--- config.mk ---
export PLATFORM = sky130hd
export DESIGN_NAME = instruction_fetch_buffer
export DESIGN_NICKNAME = d
export VERILOG_FILES = /design/src/design/ifb_pkg.sv /design/src/design/ifb_ram.sv /design/src/design/ifb_lane.sv /design/src/design/ifb_merge.sv /design/src/design/instruction_fetch_buffer.sv
export SDC_FILE = /design/constraint.sdc
export NUM_CORES = 2
export LEC_CHECK = 0
export BUFFER_PORTS_ARGS = -buffer_cell sky130_fd_sc_hd__buf_2
export CAP_MARGIN = 15
export CORE_MARGIN = 4
export CORE_UTILIZATION = 30
export CTS_CLUSTER_SIZE = 14
export DETAILED_ROUTE_END_ITERATION = 10
export GPL_TIMING_DRIVEN = 0
export PLACE_DENSITY = 0.46
export SETUP_SLACK_MARGIN = 0.4
export SLEW_MARGIN = 10
export SYNTH_ARGS = -nofsm -noshare
export SYNTH_HDL_FRONTEND = slang
export SYNTH_SLANG_ARGS = --single-unit
--- constraint.sdc ---
create_clock -name clk -period 38.7 [get_ports clk]
set_input_delay 1.935 -clock clk [delete_from_list [all_inputs] [get_ports clk]]
set_output_delay 1.935 -clock clk [all_outputs]
set_load 0.02 [all_outputs]
--- src/design/ifb_pkg.sv ---
package ifb_pkg;

	localparam int DEPTH_DEFAULT = 16;
	localparam int LANE_SLOTS = 4;
	localparam int BANKS = 4;
	localparam int IN_W = 392;
	localparam int OUT_W = 456;
	localparam int ENTRY_W = 96;

	// output beat layout
	localparam int OUT_LANE_BASE = 3;
	localparam int OUT_RV_BIT = 387;
	localparam int OUT_TGT_BASE = 388;

	typedef struct packed {
		logic [63:0] pc;
		logic [31:0] word;
	} ifb_entry_t;

	// write and read steering shared by every bank lane
	typedef struct packed {
		logic       wr_en;
		logic [2:0] push_n;
		logic [1:0] tail_bank;
		logic [1:0] head_bank;
	} ifb_ctl_t;

	typedef enum logic {
		CFG_ROOM = 1'b0,
		CFG_SEND = 1'b1
	} ifb_cfg_t;

endpackage

--- src/design/ifb_ram.sv ---
module ifb_ram import ifb_pkg::*; #(
	parameter int WIDTH = ENTRY_W,
	parameter int DEPTH = DEPTH_DEFAULT / BANKS,
	localparam int AW = (DEPTH > 1) ? $clog2(DEPTH) : 1
) (
	input  logic             clk,
	input  logic             we,
	input  logic [AW-1:0]    waddr,
	input  logic [WIDTH-1:0] wdata,
	input  logic [AW-1:0]    raddr,
	output logic [WIDTH-1:0] rdata
);

	logic [WIDTH-1:0] mem_q [DEPTH];

	always_ff @(posedge clk) begin
		if (we) begin
			mem_q[waddr] <= wdata;
		end
		rdata <= mem_q[raddr];
	end

endmodule

--- src/design/ifb_lane.sv ---
module ifb_lane import ifb_pkg::*; #(
	parameter int BANK = 0,
	parameter int ROWS = DEPTH_DEFAULT / BANKS,
	localparam int RW = (ROWS > 1) ? $clog2(ROWS) : 1
) (
	input  logic          clk,
	input  ifb_ctl_t      ctl,
	input  logic [RW-1:0] tail_row,
	input  logic [RW-1:0] head_row,
	input  ifb_entry_t    in_entry [LANE_SLOTS],
	output ifb_entry_t    rd_data
);

	localparam logic [1:0] BANK_ID = 2'(BANK);
	localparam logic [RW:0] ROWS_C = (RW+1)'(ROWS);

	logic [1:0]    wr_k;
	logic          we;
	logic [RW:0]   wr_sum;
	logic [RW-1:0] wr_row;
	logic [RW:0]   rd_sum;
	logic [RW-1:0] rd_row;
	logic [ENTRY_W-1:0] rdata;

	always_comb begin
		// which incoming lane lands in this bank
		wr_k = BANK_ID - ctl.tail_bank;
		we = ctl.wr_en && ({1'b0, wr_k} < ctl.push_n);
		wr_sum = {1'b0, tail_row} + (RW+1)'(BANK_ID < ctl.tail_bank);
		wr_row = (wr_sum == ROWS_C) ? '0 : wr_sum[RW-1:0];
		rd_sum = {1'b0, head_row} + (RW+1)'(BANK_ID < ctl.head_bank);
		rd_row = (rd_sum == ROWS_C) ? '0 : rd_sum[RW-1:0];
	end

	ifb_ram #(
		.WIDTH(ENTRY_W),
		.DEPTH(ROWS)
	) u_ram (
		.clk  (clk),
		.we   (we),
		.waddr(wr_row),
		.wdata(in_entry[wr_k]),
		.raddr(rd_row),
		.rdata(rdata)
	);

	assign rd_data = ifb_entry_t'(rdata);

endmodule

--- src/design/ifb_merge.sv ---
module ifb_merge import ifb_pkg::*; (
	input  ifb_entry_t        rd_data [BANKS],
	input  logic [1:0]        head_bank,
	input  logic [2:0]        count,
	input  logic              redirect_valid,
	input  logic [63:0]       redirect_target,
	output logic [OUT_W-1:0]  beat
);

	always_comb begin
		logic [1:0] idx;
		beat = '0;
		beat[2:0] = count;
		for (int k = 0; k < LANE_SLOTS; k++) begin
			idx = head_bank + 2'(k);
			// rotate banks back into fifo order, blank the unused lanes
			if (3'(k) < count) begin
				beat[OUT_LANE_BASE + ENTRY_W*k +: 64] = rd_data[idx].pc;
				beat[OUT_LANE_BASE + ENTRY_W*k + 64 +: 32] = rd_data[idx].word;
			end
		end
		beat[OUT_RV_BIT] = redirect_valid;
		beat[OUT_TGT_BASE +: 64] = redirect_target;
	end

endmodule

--- src/design/instruction_fetch_buffer.sv ---
// Instruction buffer between fetch and decode, one pipeline cycle per beat.
// Slave stream (s_*) carries one cycle's inputs: flush, acknowledged count,
// incoming packet count and lanes, and the decode stall flag. Master stream
// (m_*) returns exactly one result beat per input beat: the presented head
// entries and a replay redirect when a packet found too little room.
// cfg_we/cfg_index/cfg_data write packet_room_needed (0) and send_width (1);
// write them only while no beat is in flight.
// An accepted beat updates the pointers and writes the banked entry store in
// the cycle it is accepted; the head entries are then read from four banks
// with a registered read, and the result is registered into the output
// register after that. The next beat is taken while the result loads, and
// only if the output register is free, so a new beat waits for the bank read.
// If m_tready stays low the result waits in the output register and the
// block holds s_tready low while the next result waits to load.
// Reset empties the buffer, clears the handshake state and sets both
// configuration registers to 4. No clearing pass: entries are only read
// inside the occupancy.
module instruction_fetch_buffer import ifb_pkg::*; #(
	parameter int BUFFER_DEPTH = DEPTH_DEFAULT
) (
	input  logic             clk,
	input  logic             arst_n,
	input  logic             s_tvalid,
	output logic             s_tready,
	// flush, taken_count, pkt_count, out_stalled, then in_pc_k, in_word_k for k = 0..3
	input  logic [IN_W-1:0]  s_tdata,
	output logic             m_tvalid,
	input  logic             m_tready,
	// out_count, then out_pc_k, out_word_k for k = 0..3, redirect_valid, redirect_target
	output logic [OUT_W-1:0] m_tdata,
	input  logic             cfg_we,
	input  logic             cfg_index,
	input  logic [2:0]       cfg_data
);

	localparam int ROWS = (BUFFER_DEPTH + BANKS - 1) / BANKS;
	localparam int RW = (ROWS > 1) ? $clog2(ROWS) : 1;
	localparam int PW = RW + 2;
	localparam int OW = $clog2(BUFFER_DEPTH + 1);
	localparam logic [PW:0] PHYS = (PW+1)'(ROWS * BANKS);
	localparam logic [OW-1:0] DEPTH_C = OW'(BUFFER_DEPTH);
	localparam logic [2:0] SLOTS_C = 3'(LANE_SLOTS);

	typedef enum logic [2:0] {
		ST_IDLE = 3'b001,
		ST_READ = 3'b010,
		ST_LOAD = 3'b100
	} state_t;

	state_t state_q;
	logic [2:0] room_q;
	logic [2:0] send_q;
	logic [PW-1:0] head_q;
	logic [OW-1:0] occ_q;
	logic [2:0] n_q;
	logic redir_q;
	logic [63:0] target_q;
	logic m_tvalid_q;
	logic [OUT_W-1:0] m_tdata_q;

	logic in_flush;
	logic [2:0] in_taken;
	logic [2:0] in_pkt;
	logic in_stalled;
	ifb_entry_t in_entry [LANE_SLOTS];

	logic accept;
	logic out_free;
	logic [OW-1:0] pop_n;
	logic [OW-1:0] occ_pop;
	logic [PW:0] head_sum;
	logic [PW-1:0] head_pop;
	logic [PW:0] tail_sum;
	logic [PW-1:0] tail_ptr;
	logic [2:0] cnt;
	logic [OW-1:0] free_n;
	logic [2:0] push_n;
	logic redir;
	logic [OW-1:0] occ_new;
	logic [2:0] sw;
	logic [2:0] n;
	logic [PW-1:0] head_nxt;
	logic [OW-1:0] occ_nxt;

	ifb_ctl_t ctl;
	ifb_entry_t rd_data [BANKS];
	logic [OUT_W-1:0] beat;

	assign in_flush = s_tdata[0];
	assign in_taken = s_tdata[3:1];
	assign in_pkt = s_tdata[6:4];
	assign in_stalled = s_tdata[7];

	always_comb begin
		for (int k = 0; k < LANE_SLOTS; k++) begin
			in_entry[k].pc = s_tdata[8 + ENTRY_W*k +: 64];
			in_entry[k].word = s_tdata[72 + ENTRY_W*k +: 32];
		end
	end

	assign out_free = !m_tvalid_q || m_tready;
	assign s_tready = (state_q == ST_IDLE) || ((state_q == ST_LOAD) && out_free);
	assign accept = s_tvalid && s_tready;

	always_comb begin
		// pop, saturated at the occupancy
		pop_n = (OW'(in_taken) > occ_q) ? occ_q : OW'(in_taken);
		occ_pop = occ_q - pop_n;
		head_sum = {1'b0, head_q} + (PW+1)'(pop_n);
		head_pop = (head_sum >= PHYS) ? PW'(head_sum - PHYS) : head_sum[PW-1:0];
		tail_sum = {1'b0, head_pop} + (PW+1)'(occ_pop);
		tail_ptr = (tail_sum >= PHYS) ? PW'(tail_sum - PHYS) : tail_sum[PW-1:0];

		// push or replay
		cnt = (in_pkt > SLOTS_C) ? SLOTS_C : in_pkt;
		free_n = DEPTH_C - occ_pop;
		push_n = '0;
		redir = 1'b0;
		if (cnt != '0) begin
			if (free_n >= OW'(room_q)) begin
				push_n = (OW'(cnt) > free_n) ? free_n[2:0] : cnt;
			end else begin
				redir = 1'b1;
			end
		end
		occ_new = occ_pop + OW'(push_n);

		// present
		sw = (send_q > SLOTS_C) ? SLOTS_C : send_q;
		n = (OW'(sw) > occ_new) ? occ_new[2:0] : sw;
		if (in_stalled) begin
			n = '0;
		end

		head_nxt = head_pop;
		occ_nxt = occ_new;
		if (in_flush) begin
			push_n = '0;
			redir = 1'b0;
			n = '0;
			head_nxt = '0;
			occ_nxt = '0;
		end

		ctl.wr_en = accept && !in_flush;
		ctl.push_n = push_n;
		ctl.tail_bank = tail_ptr[1:0];
		ctl.head_bank = head_q[1:0];
	end

	for (genvar b = 0; b < BANKS; b++) begin : g_lane
		ifb_lane #(
			.BANK(b),
			.ROWS(ROWS)
		) u_lane (
			.clk     (clk),
			.ctl     (ctl),
			.tail_row(tail_ptr[PW-1:2]),
			.head_row(head_q[PW-1:2]),
			.in_entry(in_entry),
			.rd_data (rd_data[b])
		);
	end

	ifb_merge u_merge (
		.rd_data        (rd_data),
		.head_bank      (head_q[1:0]),
		.count          (n_q),
		.redirect_valid (redir_q),
		.redirect_target(target_q),
		.beat           (beat)
	);

	always_ff @(posedge clk or negedge arst_n) begin
		if (!arst_n) begin
			room_q <= 3'd4;
			send_q <= 3'd4;
		end else if (cfg_we) begin
			unique case (ifb_cfg_t'(cfg_index))
				CFG_ROOM: room_q <= cfg_data;
				CFG_SEND: send_q <= cfg_data;
				default: ;
			endcase
		end
	end

	always_ff @(posedge clk or negedge arst_n) begin
		if (!arst_n) begin
			state_q <= ST_IDLE;
			head_q <= '0;
			occ_q <= '0;
			m_tvalid_q <= 1'b0;
		end else begin
			if (accept) begin
				head_q <= head_nxt;
				occ_q <= occ_nxt;
			end
			if ((state_q == ST_LOAD) && out_free) begin
				m_tvalid_q <= 1'b1;
			end else if (m_tready) begin
				m_tvalid_q <= 1'b0;
			end
			unique case (state_q)
				ST_IDLE: begin
					if (accept) begin
						state_q <= ST_READ;
					end
				end
				ST_READ: state_q <= ST_LOAD;
				ST_LOAD: begin
					if (out_free) begin
						state_q <= accept ? ST_READ : ST_IDLE;
					end
				end
				default: state_q <= ST_IDLE;
			endcase
		end
	end

	always_ff @(posedge clk) begin
		if (accept) begin
			n_q <= n;
			redir_q <= redir;
			target_q <= redir ? in_entry[0].pc : '0;
		end
		if ((state_q == ST_LOAD) && out_free) begin
			m_tdata_q <= beat;
		end
	end

	assign m_tvalid = m_tvalid_q;
	assign m_tdata = m_tdata_q;

endmodule
## Word-level counts from Yosys, hierarchy flattened

Memories as Yosys holds them, arrays and structs flattened. A register that Yosys moved wholly into a read port is not among the register bits.
Cells that the tools add are included.

- Register bits after elaboration: 539
- Memory bits (writable): 1536
- Input bits: 401
- Output and inout port bits: 458
- Logic and storage cells: 172
- Memories: 4

Memory list:

| memory | words | width | read ports | clocked after Yosys merged registers in | wr ports | line | RTL |
|---|---|---|---|---|---|---|---|
| g_lane[0].u_lane.u_ram.mem_q | 4 | 96 | 1 | 1 | 1 | ifb_ram.sv:14 | `logic [WIDTH-1:0] mem_q [DEPTH];` |
| g_lane[1].u_lane.u_ram.mem_q | 4 | 96 | 1 | 1 | 1 | ifb_ram.sv:14 |  |
| g_lane[2].u_lane.u_ram.mem_q | 4 | 96 | 1 | 1 | 1 | ifb_ram.sv:14 |  |
| g_lane[3].u_lane.u_ram.mem_q | 4 | 96 | 1 | 1 | 1 | ifb_ram.sv:14 |  |

- Add/subtract/negate cells: 22
- $lt $le $gt $ge: 32
- Eq/ne operators: 13
- Muxes and demuxes: 61
- Bitwise logic cells: 9
- Reductions and logical operators: 17

Operator list:

| operator | count |
|---|---|
| $bmux W96 S2 | 8 |
| $mux W96 | 16 |
| $eq A3 B3 Y1 const B | 9 |
| $mux W3 | 9 |
| $add A2 B1 Y3 | 8 |
| $ge A3 B3 Y1 const B | 8 |
| $not A2 Y3 | 8 |
| $mux W2 | 9 |
| $gt A3 B5 Y1 | 3 |
| $mux W1 | 13 |
| $lt A2 B3 Y1 | 4 |
| $mux W4 | 3 |
| $add A4 B5 Y5 | 2 |
| $ge A5 B5 Y1 const B | 2 |
| $mux W5 | 2 |
| $pmux W3 S3 | 1 |
| $lt A1 B2 Y1 const A | 4 |
| $lt A2 B2 Y1 const A | 4 |
| $sub A4 B1 Y4 const B | 2 |
| $logic_and A1 B1 Y1 | 7 |
| $gt A3 B3 Y1 const B | 2 |
| $lt A1 B3 Y1 const A | 2 |
| $lt A2 B3 Y1 const A | 2 |
| $reduce_and A2 Y1 | 3 |
| 17 further kinds | 23 |

## Longest topological paths before layout

- Depth after elaboration: 13
- Mapped depth: 31
- Mapped depth without buffers: 30

## Hierarchy

A second synthesis with hierarchy kept.

- Cells, all modules: 4713
- Area total of the unflattened synthesis: 103427.9 um^2

By module, submodules not included:

| module | instances | cells each | area an instance (um^2) | sequential area each (um^2) |
|---|---|---|---|---|
| ifb_ram | 4 | 602 | 15811.4 | 13452.9 |
| instruction_fetch_buffer | 1 | 818 | 18061.1 | 16214.3 |
| ifb_merge | 1 | 972 | 12520.8 | 0.0 |
| ifb_lane at g_lane[0].u_lane | 1 | 132 | 2429.8 | 0.0 |
| ifb_lane at g_lane[1].u_lane | 1 | 128 | 2408.6 | 0.0 |
| ifb_lane at g_lane[2].u_lane | 1 | 130 | 2407.3 | 0.0 |
| ifb_lane at g_lane[3].u_lane | 1 | 125 | 2354.8 | 0.0 |

## Worst setup path before layout

No wires, ideal clock.

- Path kind: input -> register
- Start point: input m_tready
- End point: register m_tdata_q[0], in the netlist m_tdata[0] (enable)
- Setup time: 1.824 ns
- Arrival time: 32.483 ns
- Slack: 4.393 ns
- Stages: 2
- Cell sequence: nor2b_1 > nor3_1

- Word-level cells in the longest chain between the ends: 2

RTL lines:

| element | line | RTL |
|---|---|---|
| start, declared | instruction_fetch_buffer.sv:28 | `input logic m_tready,` |
| $logic_or A1 B1 Y1 | instruction_fetch_buffer.sv:101 | `assign out_free = !m_tvalid_q \|\| m_tready;` |
| $logic_and A1 B1 Y1 | instruction_fetch_buffer.sv:226 | `if ((state_q == ST_LOAD) && out_free) begin` |
| end signal, assigned | instruction_fetch_buffer.sv:227 | `m_tdata_q <= beat;` |
| end, declared | instruction_fetch_buffer.sv:59 | `logic [OUT_W-1:0] m_tdata_q;` |

Every way passes these cells.
A chain may end at the register's enable or synchronous reset.

## Worst setup path after layout

- Start point: input s_tdata[1]
- End point: memory g_lane[1].u_lane.u_ram.mem_q[2][28] (netlist name) (enable)

- Word-level cells in the longest chain between the ends: 13
- Elaborated cells on any way between the ends: 27
- Those cells by class: add/sub: 8; order compare: 7; eq/ne: 1; mux: 10; reduce/logical: 1

RTL lines:

| element | line | RTL |
|---|---|---|
| start, declared | instruction_fetch_buffer.sv:26 | `input logic [IN_W-1:0] s_tdata,` |
| $gt A3 B5 Y1 | instruction_fetch_buffer.sv:107 | `pop_n = (OW'(in_taken) > occ_q) ? occ_q : OW'(in_taken);` |
| $mux W5 * | instruction_fetch_buffer.sv:107 |  |
| $add A4 B5 Y5 / $sub A5 B5 Y5 (equally long branches) | instruction_fetch_buffer.sv:109, instruction_fetch_buffer.sv:108 |  |
| $sub A4 B1 Y4, or another cell as far along | instruction_fetch_buffer.sv:110 | `head_pop = (head_sum >= PHYS) ? PW'(head_sum - PHYS) : head_sum[PW-1:0];` |
| $mux W4 / $gt A3 B5 Y1 (equally long branches) | instruction_fetch_buffer.sv:110, instruction_fetch_buffer.sv:121 |  |
| $add A4 B5 Y5 / $mux W3 (equally long branches) | instruction_fetch_buffer.sv:111, instruction_fetch_buffer.sv:121 |  |
| $sub A4 B1 Y4, or another cell as far along | instruction_fetch_buffer.sv:112 | `tail_ptr = (tail_sum >= PHYS) ? PW'(tail_sum - PHYS) : tail_sum[PW-1:0];` |
| $mux W4 / $mux W3 (equally long branches) | instruction_fetch_buffer.sv:112, instruction_fetch_buffer.sv:119 |  |
| $sub A1 B2 Y2 / $mux W3 (equally long branches) | ifb_lane.sv:27, instruction_fetch_buffer.sv:137 |  |
| $lt A2 B3 Y1 | ifb_lane.sv:28 | `we = ctl.wr_en && ({1'b0, wr_k} < ctl.push_n);` |
| $logic_and A1 B1 Y1 | ifb_lane.sv:28 |  |
| $mux W1 | ifb_ram.sv:17 | `if (we) begin` |
| $mux W1 (not written as such) | ifb_ram.sv:18 | `mem_q[waddr] <= wdata;` |
| end, declared | ifb_ram.sv:14 |  |

Mark *: on every way between the ends. The rest lies on a longest branch, timed or not.

==> results.md <==
- Number of global-route vias before repair: 57912
- Min-Delay Path Class: reg -> reg
- Unrepaired setup endpoints after global routing: no
- Total die area: 346000 sq um
- Largest net degree at the start of global routing: 41
- P&R area growth vs syn: 23.8%
- Final cell count without fillers: 11088
- Total Routing Usage GR: 20.8%
- Nets: 6846
- Type of the worst setup path: in -> reg
- WL per Instance: 33.3 microns
- Hold_buf cts: 0
- Met1 Use GR: 26.7%
- Clk_skew: 0.0426 ns
- Worst-Skew Late Latency: 0.91 ns
- Final GP Congestion: 0.792
- Drt first pass iters: 5
- Top-area cell type share of the netlist area: 61.2%
- Share of cells above drive strength 1: 36.8%
- Number of synthesized flops with an enable pin: 2056
- Final Slew Violations: 0
- WHS Endpoint: m_tdata[444]$_DFFE_PP_
- Reg2Reg Depth: 23
- CP startpoint kind: input port
- Clock buffer depth: 4
- Largest stage delay, worst path: 0.82 ns
- Via count: 55689
- Top post-synthesis cells by area: edfxtp_1 61%, mux4_2 17%, mux2i_1 7.6%
- GRT Max-Usage Layer: met2
- Final setup margin: 29.32 ns
- 1st-iter DRT viols: 5273
- Crit path DAT: 9.95 ns
- Synth warnings: 0
- Status: complete, no violations
- RR Endpoint: g_lane[1].u_lane.u_ram.mem_q[2][28]$_DFFE_PP_
- Met2 Use GR: 35.1%
- Hold Path Cell Cnt: 0
- Placed instance count: 10487
- Most used DFF post-synth: edfxtp_1
- R2r startpoint: occ_q[0]$_DFFE_PN0P_
- Critical-path maximum fanout: 13
- Bufs and invs on worst path: 7
- Core ar.: 334000 sq um
- Max stage delay cell, worst path: a211oi_4
- Global-route wire length before repair: 495000 microns
- Die width: 588 microns
- Largest delay contributor family on the critical path: compound AO/OA/AOI/OAI gates
- Row count: 212
- H-Tree Depth: 5
- Slew @ Worst Pin: 1.26 ns
- Post-synthesis average cell area: 20.1 sq um
- Initial Utilization: 30.2%
- CTS Buf Count: 293
- Seq/Total Area, Yosys: 69.3%
- Detail Route Antenna Nets: 0
- Mapped Cells: 5027
- Critical path data required time: 39.28 ns
- Hold_ws: 0.414 ns
- Mapped Area: 101000 sq um
- I/O pin cnt: 859
- Setup Viol. Count Final: 0
- Async set-reset flop share out of synthesis: 0.773%
- Root buf cell: clkbuf_16
- Fmax: 107 MHz
- Max-slew headroom: 13.9%
- R2r setup slk: 29.99 ns
- IO Port Bufs: 853
- Final Hold Vio Count: 0
- Vias per cell: 5.02
- Hpwl dp: 283000 microns
- Post-CTS Setup Repair Bufs: 0
- Number of synthesized register bits: 2459
- CTS tree: built
- Met3 Resource Use GR: 3.80%
- Drt drc: 0
- Library cells used by synthesis: 57
- Total global routing overflow: 0
- Initial antenna violation count: 86
- Clock sink count: 2459
- # resized after CTS: 0
- Period Utilization, post-route: 24.2%
- CTS clk-pin slew, worst paths: 0.05 ns
- Max-Cap Viols: 0
- Setup slack at placement: 28.50 ns
- Largest area contributor in the netlist: edfxtp_1
- Final wirelength: 369000 microns
- Hold Crit Start: target_q[56]$_SDFFCE_PN0P_
- Critical Path Sink Type: flop
- Tmin final: 9.38 ns
- Core Util, Final: 37.4%
- Die H: 588 microns
[worst reg2reg max path, cell delays in order (launching register included)]
cell and delay [ns]:
dfrtp_1 0.54, ha_1 0.30, and3_1 0.18, nor4_1 0.53, o21ai_0 0.31, ha_1 0.31, fa_1 0.44, xnor2_1 0.58
xor2_1 0.39, inv_1 0.09, ha_1 0.28, nor2_1 0.04, a21oi_1 0.41, or3b_2 0.54, o31ai_1 0.55, nand2b_1 0.27
ha_1 0.29, nor4_1 0.30, a32oi_1 0.41, a211oi_4 0.82, buf_8 0.25, buf_8 0.18, buf_8 0.19, buf_8 0.21
[cell families (layout without fill, tap and decap cells)]
logic type | after synthesis | after routing | synth area share, %
compound gates | 78 | 78 | 0.503
xor+xnor | 16 | 16 | 0.153
fa+ha+maj | 42 | 42 | 0.551
buf+inv | 343 | 1963 | 1.36
flops | 2459 | 2459 | 69.3
mux | 1545 | 1545 | 24.9
other cells | 1 | 55 | 0.00372
simple gates | 543 | 543 | 3.30
[synthesized netlist by cell type (4+ instances only)]
library cell and instances:
a21oi_1 21, a32oi_1 4, mux2_2 8, and2_1 162
nand3b_1 4, inv_1 24, a211oi_1 5, buf_2 33
dfrtp_1 16, clkbuf_1 186, mux2i_1 769, o31ai_1 4
xor2_1 11, nor2_1 12, nor4_1 6, dfxtp_1 384
or2_2 5, xnor2_1 4, ha_1 38, edfxtp_1 2056
nand2_1 18, fa_1 4, buf_4 11, a21o_1 6
buf_1 86, nand3_1 5, o21ai_0 17, nand2b_1 14
nor2b_1 300, mux4_2 768, nor3_1 8
[cell type report]
type                       count  area (sq um)
clock buffer                 414          8370
clock inverter               128          1520
buffer                       316          1340
tap                         4387          5490
sequential                  2459         69900
multi-input combinational   2228         29900
inverter                      27           106
timing repair buffer        1078          8170
antenna                       51           128
fill                       31046        209000
[flip-flops by register name, summed over array words and instances, names as in the netlist]
signal	cells
redir_q	1
head_q	4
send_q	3
m_tdata	452
m_tvalid	1
n_q	3
room_q	3
state_q	3
occ_q	5
target_q	64
g_lane.u_lane.u_ram.mem_q	1536
g_lane.u_lane.u_ram.rdata	384
[worst max-delay path by stage]
stage               start                                            end  slack, ns  cells past startpoint
2_1_floorplan    m_tready                           m_tdata[0]$_DFFE_PP_       4.39                      2
3_3_place_gp     m_tready                     m_tdata[376]$_SDFFCE_PN0P_     -13.66                      3
3_5_place_dp   s_tdata[1]  g_lane[1].u_lane.u_ram.mem_q[2][22]$_DFFE_PP_      28.50                     25
4_1_cts        s_tdata[1]  g_lane[1].u_lane.u_ram.mem_q[2][28]$_DFFE_PP_      29.45                     25
5_1_grt        s_tdata[1]  g_lane[1].u_lane.u_ram.mem_q[2][28]$_DFFE_PP_      28.86                     26
6_report       s_tdata[1]  g_lane[1].u_lane.u_ram.mem_q[2][28]$_DFFE_PP_      29.32                     25
[routing by layer]
metal | vias to the layer above | wire, microns | part of all wire [%]
li1 | 23328 | - | -
met1 | 29780 | 150000 | 41
met2 | 2058 | 182000 | 49
met3 | 505 | 22400 | 6.1
met4 | 18 | 14500 | 3.9
met5 | - | 118 | 0.032
[cells in the final DEF (no fill, tap or decap), types with 46 or more instances in the layout]
cell type / n
clkbuf_16: 299
dfxtp_1: 384
nor2b_1: 300
buf_12: 60
edfxtp_1: 2056
clkbuf_8: 46
clkbuf_1: 222
mux2i_1: 769
buf_16: 46
buf_1: 65
buf_8: 56
and2_1: 162
mux4_2: 768
diode_2: 51
buf_2: 905
[stage by stage]
step	setup TNS, ns	area [sq um]
final	0	125000
after global placement	-6086.56	111000
after detailed placement	0	115000
after global routing	0	125000
after CTS	0	125000
after floorplan	0	101000
Power is left out: the tool's default activity adds up to more than one toggle a clock period on the data nets, which glitch-free logic cannot reach.
